**src/rtl/bba_pkg.sv**
```systemverilog
package bba_pkg;

  localparam int unsigned ByteW = 64;

  localparam logic [ByteW-1:0] AllOnes = '1;
  localparam logic [ByteW-1:0] LimitReset = 64'd1073741824;

  typedef enum logic [1:0] {
    OP_ACQUIRE = 2'd0,
    OP_RESIZE  = 2'd1,
    OP_RELEASE = 2'd2,
    OP_CANCEL  = 2'd3
  } op_e;

  typedef enum logic [1:0] {
    ST_DONE      = 2'd0,
    ST_WAIT      = 2'd1,
    ST_CANCELLED = 2'd2
  } status_e;

endpackage

```
**src/rtl/bba_if.sv**
```systemverilog
interface bba_req_if;
  import bba_pkg::*;

  logic             valid;
  logic             ready;
  logic [1:0]       op;
  logic [ByteW-1:0] amount;
  logic [ByteW-1:0] held_bytes;
  logic             held_overage;
  logic             allow_overage;

  modport source (
    output valid, op, amount, held_bytes, held_overage, allow_overage,
    input  ready
  );
  modport sink (
    input  valid, op, amount, held_bytes, held_overage, allow_overage,
    output ready
  );
endinterface

interface bba_rsp_if;
  import bba_pkg::*;

  logic             valid;
  logic             ready;
  logic [1:0]       status;
  logic [ByteW-1:0] new_bytes;
  logic             new_overage;
  logic [ByteW-1:0] total_bytes;
  logic [ByteW-1:0] peak_total;

  modport source (
    output valid, status, new_bytes, new_overage, total_bytes, peak_total,
    input  ready
  );
  modport sink (
    input  valid, status, new_bytes, new_overage, total_bytes, peak_total,
    output ready
  );
endinterface

```
**src/rtl/byte_budget_admission.sv**
```systemverilog
// Byte budget admission: takes one acquire, resize, release or cancel request per
// transfer and returns one result per request, in order. A request is captured
// in an input register (where the resize delta and its direction are formed),
// then evaluated against the running 65-bit total, the overage flag and the
// limit, writing the result register and the budget state together, so a
// result passes the input register and then the result register. A new request
// is taken every cycle while the result side is ready (a stalled result holds
// the input register); throughput is one request per cycle under that condition,
// set by the single update of the total. A result of WAIT leaves the state
// untouched and the requester retries. The limit is written through cfg_we_i/cfg_wdata_i;
// the user must write it only while no request is in flight (the block does not enforce this); it resets to 1 GiB.
module byte_budget_admission (
  input  logic                      clk_i,
  input  logic                      rst_ni,
  input  logic                      cfg_we_i,
  input  logic [bba_pkg::ByteW-1:0] cfg_wdata_i,
  bba_req_if.sink                   req_i,
  bba_rsp_if.source                 rsp_o
);
  import bba_pkg::*;

  logic [ByteW-1:0] byte_limit_q;

  // input stage
  logic             s1_valid_q;
  op_e              s1_op_q;
  logic [ByteW-1:0] s1_delta_q;
  logic             s1_grow_q;
  logic             s1_amt_zero_q;
  logic [ByteW-1:0] s1_amount_q;
  logic [ByteW-1:0] s1_held_q;
  logic             s1_held_ov_q;
  logic             s1_allow_q;

  // budget state
  logic [ByteW-1:0] tot_lo_q, tot_lo_d;
  logic             tot_hi_q, tot_hi_d;
  logic [ByteW-1:0] peak_q, peak_d;
  logic             ovr_q, ovr_d;
  logic             canc_q, canc_d;

  // result register
  logic             rsp_valid_q;
  status_e          status_q, status_d;
  logic [ByteW-1:0] new_bytes_q, new_bytes_d;
  logic             new_ov_q, new_ov_d;

  logic             adv;
  logic             take;
  logic [ByteW:0]   up_diff;
  logic [ByteW:0]   dn_diff;

  assign adv          = s1_valid_q && (!rsp_valid_q || rsp_o.ready);
  assign req_i.ready  = !s1_valid_q || !rsp_valid_q || rsp_o.ready;
  assign take         = req_i.valid && req_i.ready;

  // amount - held: a borrow or a zero result means shrink (or equal)
  assign up_diff = {1'b0, req_i.amount} - {1'b0, req_i.held_bytes};
  assign dn_diff = {1'b0, req_i.held_bytes} - {1'b0, req_i.amount};

  always_ff @(posedge clk_i or negedge rst_ni) begin
    if (!rst_ni) begin
      byte_limit_q <= LimitReset;
    end else if (cfg_we_i) begin
      byte_limit_q <= cfg_wdata_i;
    end
  end

  always_ff @(posedge clk_i or negedge rst_ni) begin
    if (!rst_ni) begin
      s1_valid_q <= 1'b0;
    end else if (req_i.ready) begin
      s1_valid_q <= req_i.valid;
    end
  end

  always_ff @(posedge clk_i) begin
    if (take) begin
      s1_op_q       <= op_e'(req_i.op);
      s1_amount_q   <= req_i.amount;
      s1_held_q     <= req_i.held_bytes;
      s1_held_ov_q  <= req_i.held_overage;
      s1_allow_q    <= req_i.allow_overage;
      s1_amt_zero_q <= (req_i.amount == '0);
      s1_grow_q     <= 1'b0;
      s1_delta_q    <= req_i.amount;
      if (op_e'(req_i.op) == OP_RESIZE) begin
        if (up_diff[ByteW] || up_diff[ByteW-1:0] == '0) begin
          s1_delta_q <= dn_diff[ByteW-1:0];
        end else begin
          s1_grow_q  <= 1'b1;
          s1_delta_q <= up_diff[ByteW-1:0];
        end
      end
    end
  end

  // evaluation of the captured request against the current state
  logic [ByteW-1:0] headroom;
  logic             fit_lim;
  logic             fits;
  logic [ByteW:0]   sum;
  logic [ByteW:0]   diff;
  logic [ByteW-1:0] add_lo, sub_lo, add_peak;
  logic             add_hi, sub_hi;
  logic             fit_after_sub;

  always_comb begin
    headroom = byte_limit_q - tot_lo_q;
    fit_lim  = !tot_hi_q && (tot_lo_q <= byte_limit_q);
    fits     = fit_lim && (s1_delta_q <= headroom);
    sum      = {1'b0, tot_lo_q} + {1'b0, s1_delta_q};
    diff     = {1'b0, tot_lo_q} - {1'b0, s1_delta_q};

    if (tot_hi_q) begin
      add_lo   = sum[ByteW] ? AllOnes : sum[ByteW-1:0];
      add_hi   = 1'b1;
      add_peak = AllOnes;
    end else if (sum[ByteW]) begin
      add_lo   = sum[ByteW-1:0];
      add_hi   = 1'b1;
      add_peak = AllOnes;
    end else begin
      add_lo   = sum[ByteW-1:0];
      add_hi   = 1'b0;
      add_peak = (sum[ByteW-1:0] > peak_q) ? sum[ByteW-1:0] : peak_q;
    end

    // borrow out of the low word clears the high bit; without the high bit the total clamps at zero
    if (tot_hi_q) begin
      sub_lo = diff[ByteW-1:0];
      sub_hi = !diff[ByteW];
    end else begin
      sub_lo = diff[ByteW] ? '0 : diff[ByteW-1:0];
      sub_hi = 1'b0;
    end
    fit_after_sub = !sub_hi && (sub_lo <= byte_limit_q);

    tot_lo_d    = tot_lo_q;
    tot_hi_d    = tot_hi_q;
    peak_d      = peak_q;
    ovr_d       = ovr_q;
    canc_d      = canc_q;
    status_d    = ST_DONE;
    new_bytes_d = '0;
    new_ov_d    = 1'b0;

    case (s1_op_q)
      OP_ACQUIRE: begin
        if (canc_q) begin
          status_d = ST_CANCELLED;
        end else if (!s1_amt_zero_q) begin
          if (fits || (s1_allow_q && !ovr_q)) begin
            tot_lo_d    = add_lo;
            tot_hi_d    = add_hi;
            peak_d      = add_peak;
            new_bytes_d = s1_amount_q;
            new_ov_d    = !fits;
            if (!fits) begin
              ovr_d = 1'b1;
            end
          end else begin
            status_d = ST_WAIT;
          end
        end
      end
      OP_RESIZE: begin
        new_bytes_d = s1_held_q;
        new_ov_d    = s1_held_ov_q;
        if (canc_q) begin
          status_d = ST_CANCELLED;
        end else if (!s1_grow_q) begin
          tot_lo_d    = sub_lo;
          tot_hi_d    = sub_hi;
          new_bytes_d = s1_amount_q;
          if (s1_held_ov_q && fit_after_sub) begin
            new_ov_d = 1'b0;
            ovr_d    = 1'b0;
          end
        end else if (fits || (s1_allow_q && (s1_held_ov_q || !ovr_q))) begin
          tot_lo_d    = add_lo;
          tot_hi_d    = add_hi;
          peak_d      = add_peak;
          new_bytes_d = s1_amount_q;
          if (fits) begin
            if (s1_held_ov_q) begin
              new_ov_d = 1'b0;
              ovr_d    = 1'b0;
            end
          end else if (!s1_held_ov_q) begin
            new_ov_d = 1'b1;
            ovr_d    = 1'b1;
          end
        end else begin
          status_d = ST_WAIT;
        end
      end
      OP_RELEASE: begin
        tot_lo_d = sub_lo;
        tot_hi_d = sub_hi;
        if (s1_held_ov_q) begin
          ovr_d = 1'b0;
        end
      end
      OP_CANCEL: begin
        canc_d = 1'b1;
      end
      default: begin
        canc_d = canc_q;
      end
    endcase
  end

  always_ff @(posedge clk_i or negedge rst_ni) begin
    if (!rst_ni) begin
      tot_lo_q    <= '0;
      tot_hi_q    <= 1'b0;
      peak_q      <= '0;
      ovr_q       <= 1'b0;
      canc_q      <= 1'b0;
      rsp_valid_q <= 1'b0;
    end else if (adv) begin
      tot_lo_q    <= tot_lo_d;
      tot_hi_q    <= tot_hi_d;
      peak_q      <= peak_d;
      ovr_q       <= ovr_d;
      canc_q      <= canc_d;
      rsp_valid_q <= 1'b1;
    end else if (rsp_o.ready) begin
      rsp_valid_q <= 1'b0;
    end
  end

  always_ff @(posedge clk_i) begin
    if (adv) begin
      status_q    <= status_d;
      new_bytes_q <= new_bytes_d;
      new_ov_q    <= new_ov_d;
    end
  end

  assign rsp_o.valid       = rsp_valid_q;
  assign rsp_o.status      = status_q;
  assign rsp_o.new_bytes   = new_bytes_q;
  assign rsp_o.new_overage = new_ov_q;
  assign rsp_o.total_bytes = tot_hi_q ? AllOnes : tot_lo_q;
  assign rsp_o.peak_total  = peak_q;

endmodule

```
**src/flat_wrapper.sv**
```systemverilog
// flat-port wrapper written by rule: the top's interface ports become plain ports
module byte_budget_admission_flat import bba_pkg::*;
  (clk_i, rst_ni, cfg_we_i, cfg_wdata_i, req_i_valid, req_i_op, req_i_amount, req_i_held_bytes, req_i_held_overage, req_i_allow_overage, req_i_ready, rsp_o_valid, rsp_o_status, rsp_o_new_bytes, rsp_o_new_overage, rsp_o_total_bytes, rsp_o_peak_total, rsp_o_ready);
  bba_req_if req_i_i ();
  bba_rsp_if rsp_o_i ();
  input  logic clk_i;
  input  logic rst_ni;
  input  logic cfg_we_i;
  input  logic [bba_pkg::ByteW-1:0] cfg_wdata_i;
  input wire logic [$bits(req_i_i.valid)-1:0] req_i_valid;
  input wire logic [$bits(req_i_i.op)-1:0] req_i_op;
  input wire logic [$bits(req_i_i.amount)-1:0] req_i_amount;
  input wire logic [$bits(req_i_i.held_bytes)-1:0] req_i_held_bytes;
  input wire logic [$bits(req_i_i.held_overage)-1:0] req_i_held_overage;
  input wire logic [$bits(req_i_i.allow_overage)-1:0] req_i_allow_overage;
  output wire logic [$bits(req_i_i.ready)-1:0] req_i_ready;
  output wire logic [$bits(rsp_o_i.valid)-1:0] rsp_o_valid;
  output wire logic [$bits(rsp_o_i.status)-1:0] rsp_o_status;
  output wire logic [$bits(rsp_o_i.new_bytes)-1:0] rsp_o_new_bytes;
  output wire logic [$bits(rsp_o_i.new_overage)-1:0] rsp_o_new_overage;
  output wire logic [$bits(rsp_o_i.total_bytes)-1:0] rsp_o_total_bytes;
  output wire logic [$bits(rsp_o_i.peak_total)-1:0] rsp_o_peak_total;
  input wire logic [$bits(rsp_o_i.ready)-1:0] rsp_o_ready;
  assign req_i_i.valid = req_i_valid;
  assign req_i_i.op = req_i_op;
  assign req_i_i.amount = req_i_amount;
  assign req_i_i.held_bytes = req_i_held_bytes;
  assign req_i_i.held_overage = req_i_held_overage;
  assign req_i_i.allow_overage = req_i_allow_overage;
  assign req_i_ready = req_i_i.ready;
  assign rsp_o_valid = rsp_o_i.valid;
  assign rsp_o_status = rsp_o_i.status;
  assign rsp_o_new_bytes = rsp_o_i.new_bytes;
  assign rsp_o_new_overage = rsp_o_i.new_overage;
  assign rsp_o_total_bytes = rsp_o_i.total_bytes;
  assign rsp_o_peak_total = rsp_o_i.peak_total;
  assign rsp_o_i.ready = rsp_o_ready;
  byte_budget_admission u_core (.clk_i(clk_i), .rst_ni(rst_ni), .cfg_we_i(cfg_we_i), .cfg_wdata_i(cfg_wdata_i), .req_i(req_i_i), .rsp_o(rsp_o_i));
endmodule
```
**config.mk**
```make
export PLATFORM = sky130hd
export DESIGN_NAME = byte_budget_admission_flat
export DESIGN_NICKNAME = d
export VERILOG_FILES = /design/src/rtl/bba_pkg.sv /design/src/rtl/bba_if.sv /design/src/rtl/byte_budget_admission.sv /design/src/flat_wrapper.sv
export SDC_FILE = /design/constraint.sdc
export NUM_CORES = 2
export LEC_CHECK = 0
export ABC_AREA = 1
export BUFFER_PORTS_ARGS = -buffer_cell sky130_fd_sc_hd__buf_2
export CAP_MARGIN = 20
export CORE_ASPECT_RATIO = 1.5
export CORE_MARGIN = 5
export CORE_UTILIZATION = 40
export CTS_BUF_LIST = sky130_fd_sc_hd__clkbuf_16
export DETAILED_ROUTE_END_ITERATION = 8
export SYNTH_ARGS = -nofsm -noshare
export SYNTH_HDL_FRONTEND = slang
export SYNTH_SLANG_ARGS = --single-unit
```
**constraint.sdc**
```tcl
create_clock -name clk_i -period 17.9 [get_ports clk_i]
set_input_delay 0.895 -clock clk_i [delete_from_list [all_inputs] [get_ports clk_i]]
set_output_delay 0.895 -clock clk_i [all_outputs]
set_load 0.1 [all_outputs]
```
Word level (Yosys, flattened, before mapping)
Cells that the tools add are included.

Flip-flop bits (word level): 462. Input port bits: 201. Output and inout port bits: 197. Word-level logic and storage cells: 146.

Add/subtract/negate cells: 5. $lt $le $gt $ge: 4. Equal/unequal tests: 14. Multiplexer cells: 72. Reduce and logical (&&, ||, !) cells: 32.

Operators by type and width (count): 2-to-1 mux 64 bit (28); one-hot mux 64 bit (2 select lines) (2); less-or-equal comparator 64 bit (3); one-hot mux 64 bit (3 select lines) (1); subtractor 64 x 64 -> 65 bit (2); logical NOT 64 bit (2); subtractor 64 bit (2); adder 64 x 64 -> 65 bit (1); > comparator 64 bit (1); 2-to-1 mux 1 bit (33); AND reduction 10 bit (1); logical AND 1 bit (8); 2-to-1 mux 2 bit (4); != test 2 bit (second input constant) (4); AND reduction 8 bit (1); logical NOT 1 bit (7); logical OR 1 bit (7); AND reduction 7 bit (1); != test 2 x 1 -> 1 bit (second input constant) (3); one-hot mux 1 bit (3 select lines) (2); == test 2 x 1 -> 1 bit (second input constant) (2); == test 2 bit (second input constant) (2); != test 4 bit (second input constant) (1); one-hot mux 2 bit (2 select lines) (1); 7 further kinds (8).

Longest topological paths before layout
Word-level depth: 10. Depth in mapped cells: 37. Mapped depth without buffers: 35.

Worst setup path after synthesis
No wires, ideal clock.

Path type: input-to-reg. Start point: in rsp_o_ready. End point: reg u_core.s1_allow_q, enable pin. Setup time: 0.760 ns. Arrival time: 9.295 ns. Required time: 17.140 ns. Slack: 7.846 ns. Cell stages on the path: 4. Path through: inv_1 nand2_1 nor2_1 nor2_1.

Longest elaborated chain between the ends: 2.

Ends and longest elaborated chain: start: declaration (line flat_wrapper.sv:23) `input wire logic [$bits(rsp_o_i.ready)-1:0] rsp_o_ready;`; logical OR 1 bit (line byte_budget_admission.sv:54) `assign req_i.ready = !s1_valid_q || !rsp_valid_q || rsp_o.ready;`; logical AND 1 bit (line byte_budget_admission.sv:55) `assign take = req_i.valid && req_i.ready;`; via u_core.take (line byte_budget_admission.sv:49) `logic take;`; end signal: assignment (line byte_budget_admission.sv:83) `s1_allow_q <= req_i.allow_overage;`; end: declaration (line byte_budget_admission.sv:33) `logic s1_allow_q;`.

The timed path passes the listed nets, and every way through them passes these cells. A chain may end at the register's enable or synchronous reset.

Final worst setup path
Start point: reg u_core.tot_lo_q[1]. End point: reg u_core.tot_lo_q[43].

Longest elaborated chain between the ends: 7.

Ends and longest elaborated chain: start: declaration (line byte_budget_admission.sv:36) `logic [ByteW-1:0] tot_lo_q, tot_lo_d;`; start signal: assignment (line byte_budget_admission.sv:223) `tot_lo_q <= tot_lo_d;`; parallel branches: the longest is 7 deep, another holds subtractor 64 bit.

Parallel ways; which one is timed is not known. The select of a mux whose other input is x is not followed.

==> flow_metrics.tcl <==
set metrics [dict create \
    drtAntennaViolNets 0 \
    period_needed_ns 8.34 \
    synth_async_sr_flop_share_pct 42.6 \
    hold_path.class "in2async" \
    drtPass1Iterations 7 \
    synth_largest_area_cell "nand2_1" \
    wl_um 243000 \
    yosysTopAreaCellShare_pct 16.2 \
    grt_pass1_wl_um 345000 \
    pin_count 398 \
    hold_viol 0 \
    cts_resized 0 \
    status "completed" \
    hold_buffers 0 \
    ys_seq_elements 462 \
    yosys-top-cells-area "nand2_1 16%, edfxtp_1 16%, ha_1 13%" \
    path_class "reg2reg" \
    port_buffers 397 \
    placed_area_sq_mm 0.0532 \
    post-route-period-util_pct 46.6 \
    swShare_pct 61.5 \
    drt_iter0_markers 4078 \
    route.detailed.drc 0 \
    cp_slowest_cell "a21boi_0" \
    synth.avg_cell_area_sq_um 6.38 \
    cp-start-kind "flop" \
    grt_max_degree 138 \
    setup_viol 0 \
    max_slew_margin_pct 24.7 \
    core-area_sq_mm 0.124 \
    nets 8794 \
    clock_sinks 462 \
    p_int_mw 3.72 \
    nFillCells 13400 \
    cts_buffers 53 \
    cts_root_buf "clkbuf_16" \
    grt_usage_pct 35.4 \
    drive_above_1_share_pct 7.35 \
    die_h_um 442 \
    yosysSeqAreaShare_pct 25.9 \
    postCtsSetupBuffers 0 \
    gp_congestion 1.03 \
    start_util_pct 40.2 \
    fin_setup_tns_ns 0 \
    die_x_um 298 \
    cts_tree "built" \
    p_per_area_mw_per_mm2 176 \
    path_max_fanout 73 \
    arrival_ns 8.95 \
    power_frac_seq_pct 15.6 \
    clockPowerShare_pct 12.0 \
    cts-root-to-sink-buffers 3 \
    p_sw_mw 5.94 \
    worst_pin_slew_ns 1.13 \
    viasPerCell 5.43 \
    timing.fmax_mhz 120 \
    power_leakage_nw 29.6 \
    ctsHtreeMaxLevel 2 \
    end_kind "flop" \
    cap_violations 0 \
    synth-edff-count 265 \
    grt_pass1_vias 53000 \
    row_count 158 \
    antenna_found_initial 5 \
    syn_inst 7793 \
    wl_per_cell_um 25.0 \
    combPwrFrac_pct 72.3 \
    yosys_warnings 0 \
    ir_drop_mv 0.276 \
    synthesis.nets 8515 \
    hpwlAfterDp_um 206000 \
    die_area_sq_mm 0.132 \
    rsz0062_at_grt "no" \
    slew_viol_final 0 \
    cp.required_ns 18.50 \
    crit_top_cell "nand2_1" \
    synth_area_sq_mm 0.0497 \
    clkSlewWorstSetupHoldPaths_ns 0.07 \
    insertion_delay_ns 0.72 \
    design_area_sq_mm 0.0549 \
    synthFlopType "edfxtp_1" \
    grt-ovfl-total 0 \
    ys_types 56 \
    vias 52800 \
    max_stage_delay_ns 0.89 \
    area_growth_pct 10.6 \
    fin_skew_ns 0.0387 \
]
-- power by group through the flow --
stage	registers [mW]	clock network [mW]	logic (mW)
after CTS	1.51	1.19	6.91
final	1.51	1.16	6.98
after global routing	1.53	1.22	7.52
after detailed placement	1.53	0	6.88
after global placement	1.52	0	6.85
after floorplan	2.06	0	4.26
-- critical path: cells and delay by family, from the launching register on --
family                     cells  cell delay [ns]
DFF                            1             0.46
and+or+nand+nor               18             2.62
adders and majority gates      2             0.63
buffers and inverters          4             1.51
AOI/OAI and AO/OA              8             2.90
-- cells by family (layout without fill, tap and decap cells) --
kind of cell               Yosys count  count (layout)  share of synthesized area (%)
AOI/OAI and AO/OA                 1284            1284                           14.1
xor gates and xnor gates           223             223                           3.93
adders and majority gates          521             521                           13.2
DFF                                462             462                           25.9
buffers and inverters             1742            2060                           13.4
other                                0               6                              0
and+or+nand+nor                   3561            3561                           29.4
-- worst paths after layout --
path	cells after the start	to	slack [ns]	from
max in group asynchronous	2	u_core.tot_lo_q[61]	16.26	rst_ni
worst max register to register	32	u_core.tot_lo_q[43]	9.56	u_core.tot_lo_q[1]
worst min-delay path	1	u_core.rsp_o.peak_total[5]	0.20	rst_ni
worst min register to register	2	u_core.rsp_o.valid	0.48	u_core.s1_valid_q
min in group clk_i	1	u_core.s1_held_ov_q	0.39	req_i_held_overage
worst max-delay path	32	u_core.tot_lo_q[43]	9.56	u_core.tot_lo_q[1]
-- synth_stat cells (7+ instances only) --
library cell	instances
nand2_1	2144
inv_1	1496
nor2_1	647
a21oi_1	609
nand3_1	522
ha_1	516
o21ai_0	432
edfxtp_1	265
dfrtp_1	196
xor2_1	170
clkbuf_1	130
nand4_1	80
buf_2	69
nor3_1	61
xnor2_1	53
o21a_1	48
nor4_1	37
a21o_1	33
a31oi_1	30
o21bai_1	26
inv_2	22
nor2_2	19
nand3b_1	18
o211ai_1	18
o21ai_1	17
a21boi_0	16
a211oi_1	12
o2111ai_1	11
o221ai_1	10
or2_2	9
o31ai_1	8
buf_1	7
clkinv_1	7
-- routing by layer --
layer	part of all wire, %	up-vias	track usage (%)	wire length (um)
met3	4.7	605	2.96	11300
met5	0	-	0	0
li1	-	25400	-	-
met1	36	24800	38.0	87500
met2	50	1973	64.1	121000
met4	9.7	0	27.3	23700
-- layout make-up --
cell class              instances  area, sq um  share of cell area [%]
well taps                    1600         2000                    3.64
diodes                          6         15.0                  0.0273
repair buffers                441         2350                    4.28
multi-input cells            5589        30200                    55.0
clock inverters                41          438                   0.797
flip-flops and latches        462        12900                    23.5
clock buffers                  53         1330                    2.41
inverters                    1525         5730                    10.4
-- per-stage QoR --
stage,power (mW),worst slack (ns),instances,hold WS (ns),utilization [%]
final,9.66,9.56,9717,0.204,44.5
after CTS,9.60,9.80,9711,0.203,44.5
after floorplan,6.32,7.85,7793,0.448,-
after detailed placement,8.41,9.83,9617,0.470,43.0
after global placement,8.37,10.06,9616,0.454,43.0
after global routing,10.3,9.32,9713,0.247,44.5
-- layout by cell type, fill, tap and decap left out, types with 11 or more instances in the layout --
| cell | Yosys | final |
|---|---|---|
| buf_4 | 2 | 42 |
| nand3b_1 | 18 | 18 |
| buf_2 | 69 | 396 |
| edfxtp_1 | 265 | 265 |
| inv_2 | 22 | 24 |
| ha_1 | 516 | 515 |
| a21boi_0 | 16 | 16 |
| a21o_1 | 33 | 33 |
| xor2_1 | 170 | 170 |
| nand2_1 | 2144 | 2139 |
| a31oi_1 | 30 | 30 |
| xnor2_1 | 53 | 53 |
| a21oi_1 | 609 | 609 |
| a211oi_1 | 12 | 12 |
| dfrtp_1 | 196 | 196 |
| nor2_2 | 19 | 20 |
| nand4_1 | 80 | 80 |
| o21a_1 | 48 | 48 |
| inv_1 | 1496 | 1506 |
| clkinv_1 | 7 | 12 |
| nor3_1 | 61 | 61 |
| nand3_1 | 522 | 521 |
| o211ai_1 | 18 | 18 |
| nor2_1 | 647 | 641 |
| clkbuf_16 | 0 | 53 |
| o21ai_1 | 17 | 18 |
| o2111ai_1 | 11 | 11 |
| o21bai_1 | 26 | 26 |
| nor4_1 | 37 | 37 |
| o21ai_0 | 432 | 431 |
-- sequential cells by signal, summed over array words and instances (netlist names) --
register,cells
u_core.rsp_o.new_bytes,64
u_core.rsp_o.new_overage,1
u_core.s1_op_q,2
u_core.rsp_o.status,2
u_core.s1_delta_q,64
u_core.s1_held_ov_q,1
u_core.s1_amount_q,64
u_core.tot_lo_q,64
u_core.s1_grow_q,1
u_core.ovr_q,1
u_core.rsp_o.peak_total,64
u_core.s1_valid_q,1
u_core.s1_amt_zero_q,1
u_core.canc_q,1
u_core.s1_allow_q,1
u_core.s1_held_q,64
u_core.byte_limit_q,64
u_core.rsp_o.valid,1
u_core.tot_hi_q,1
Note: power is estimated with default switching activity, not from simulation.
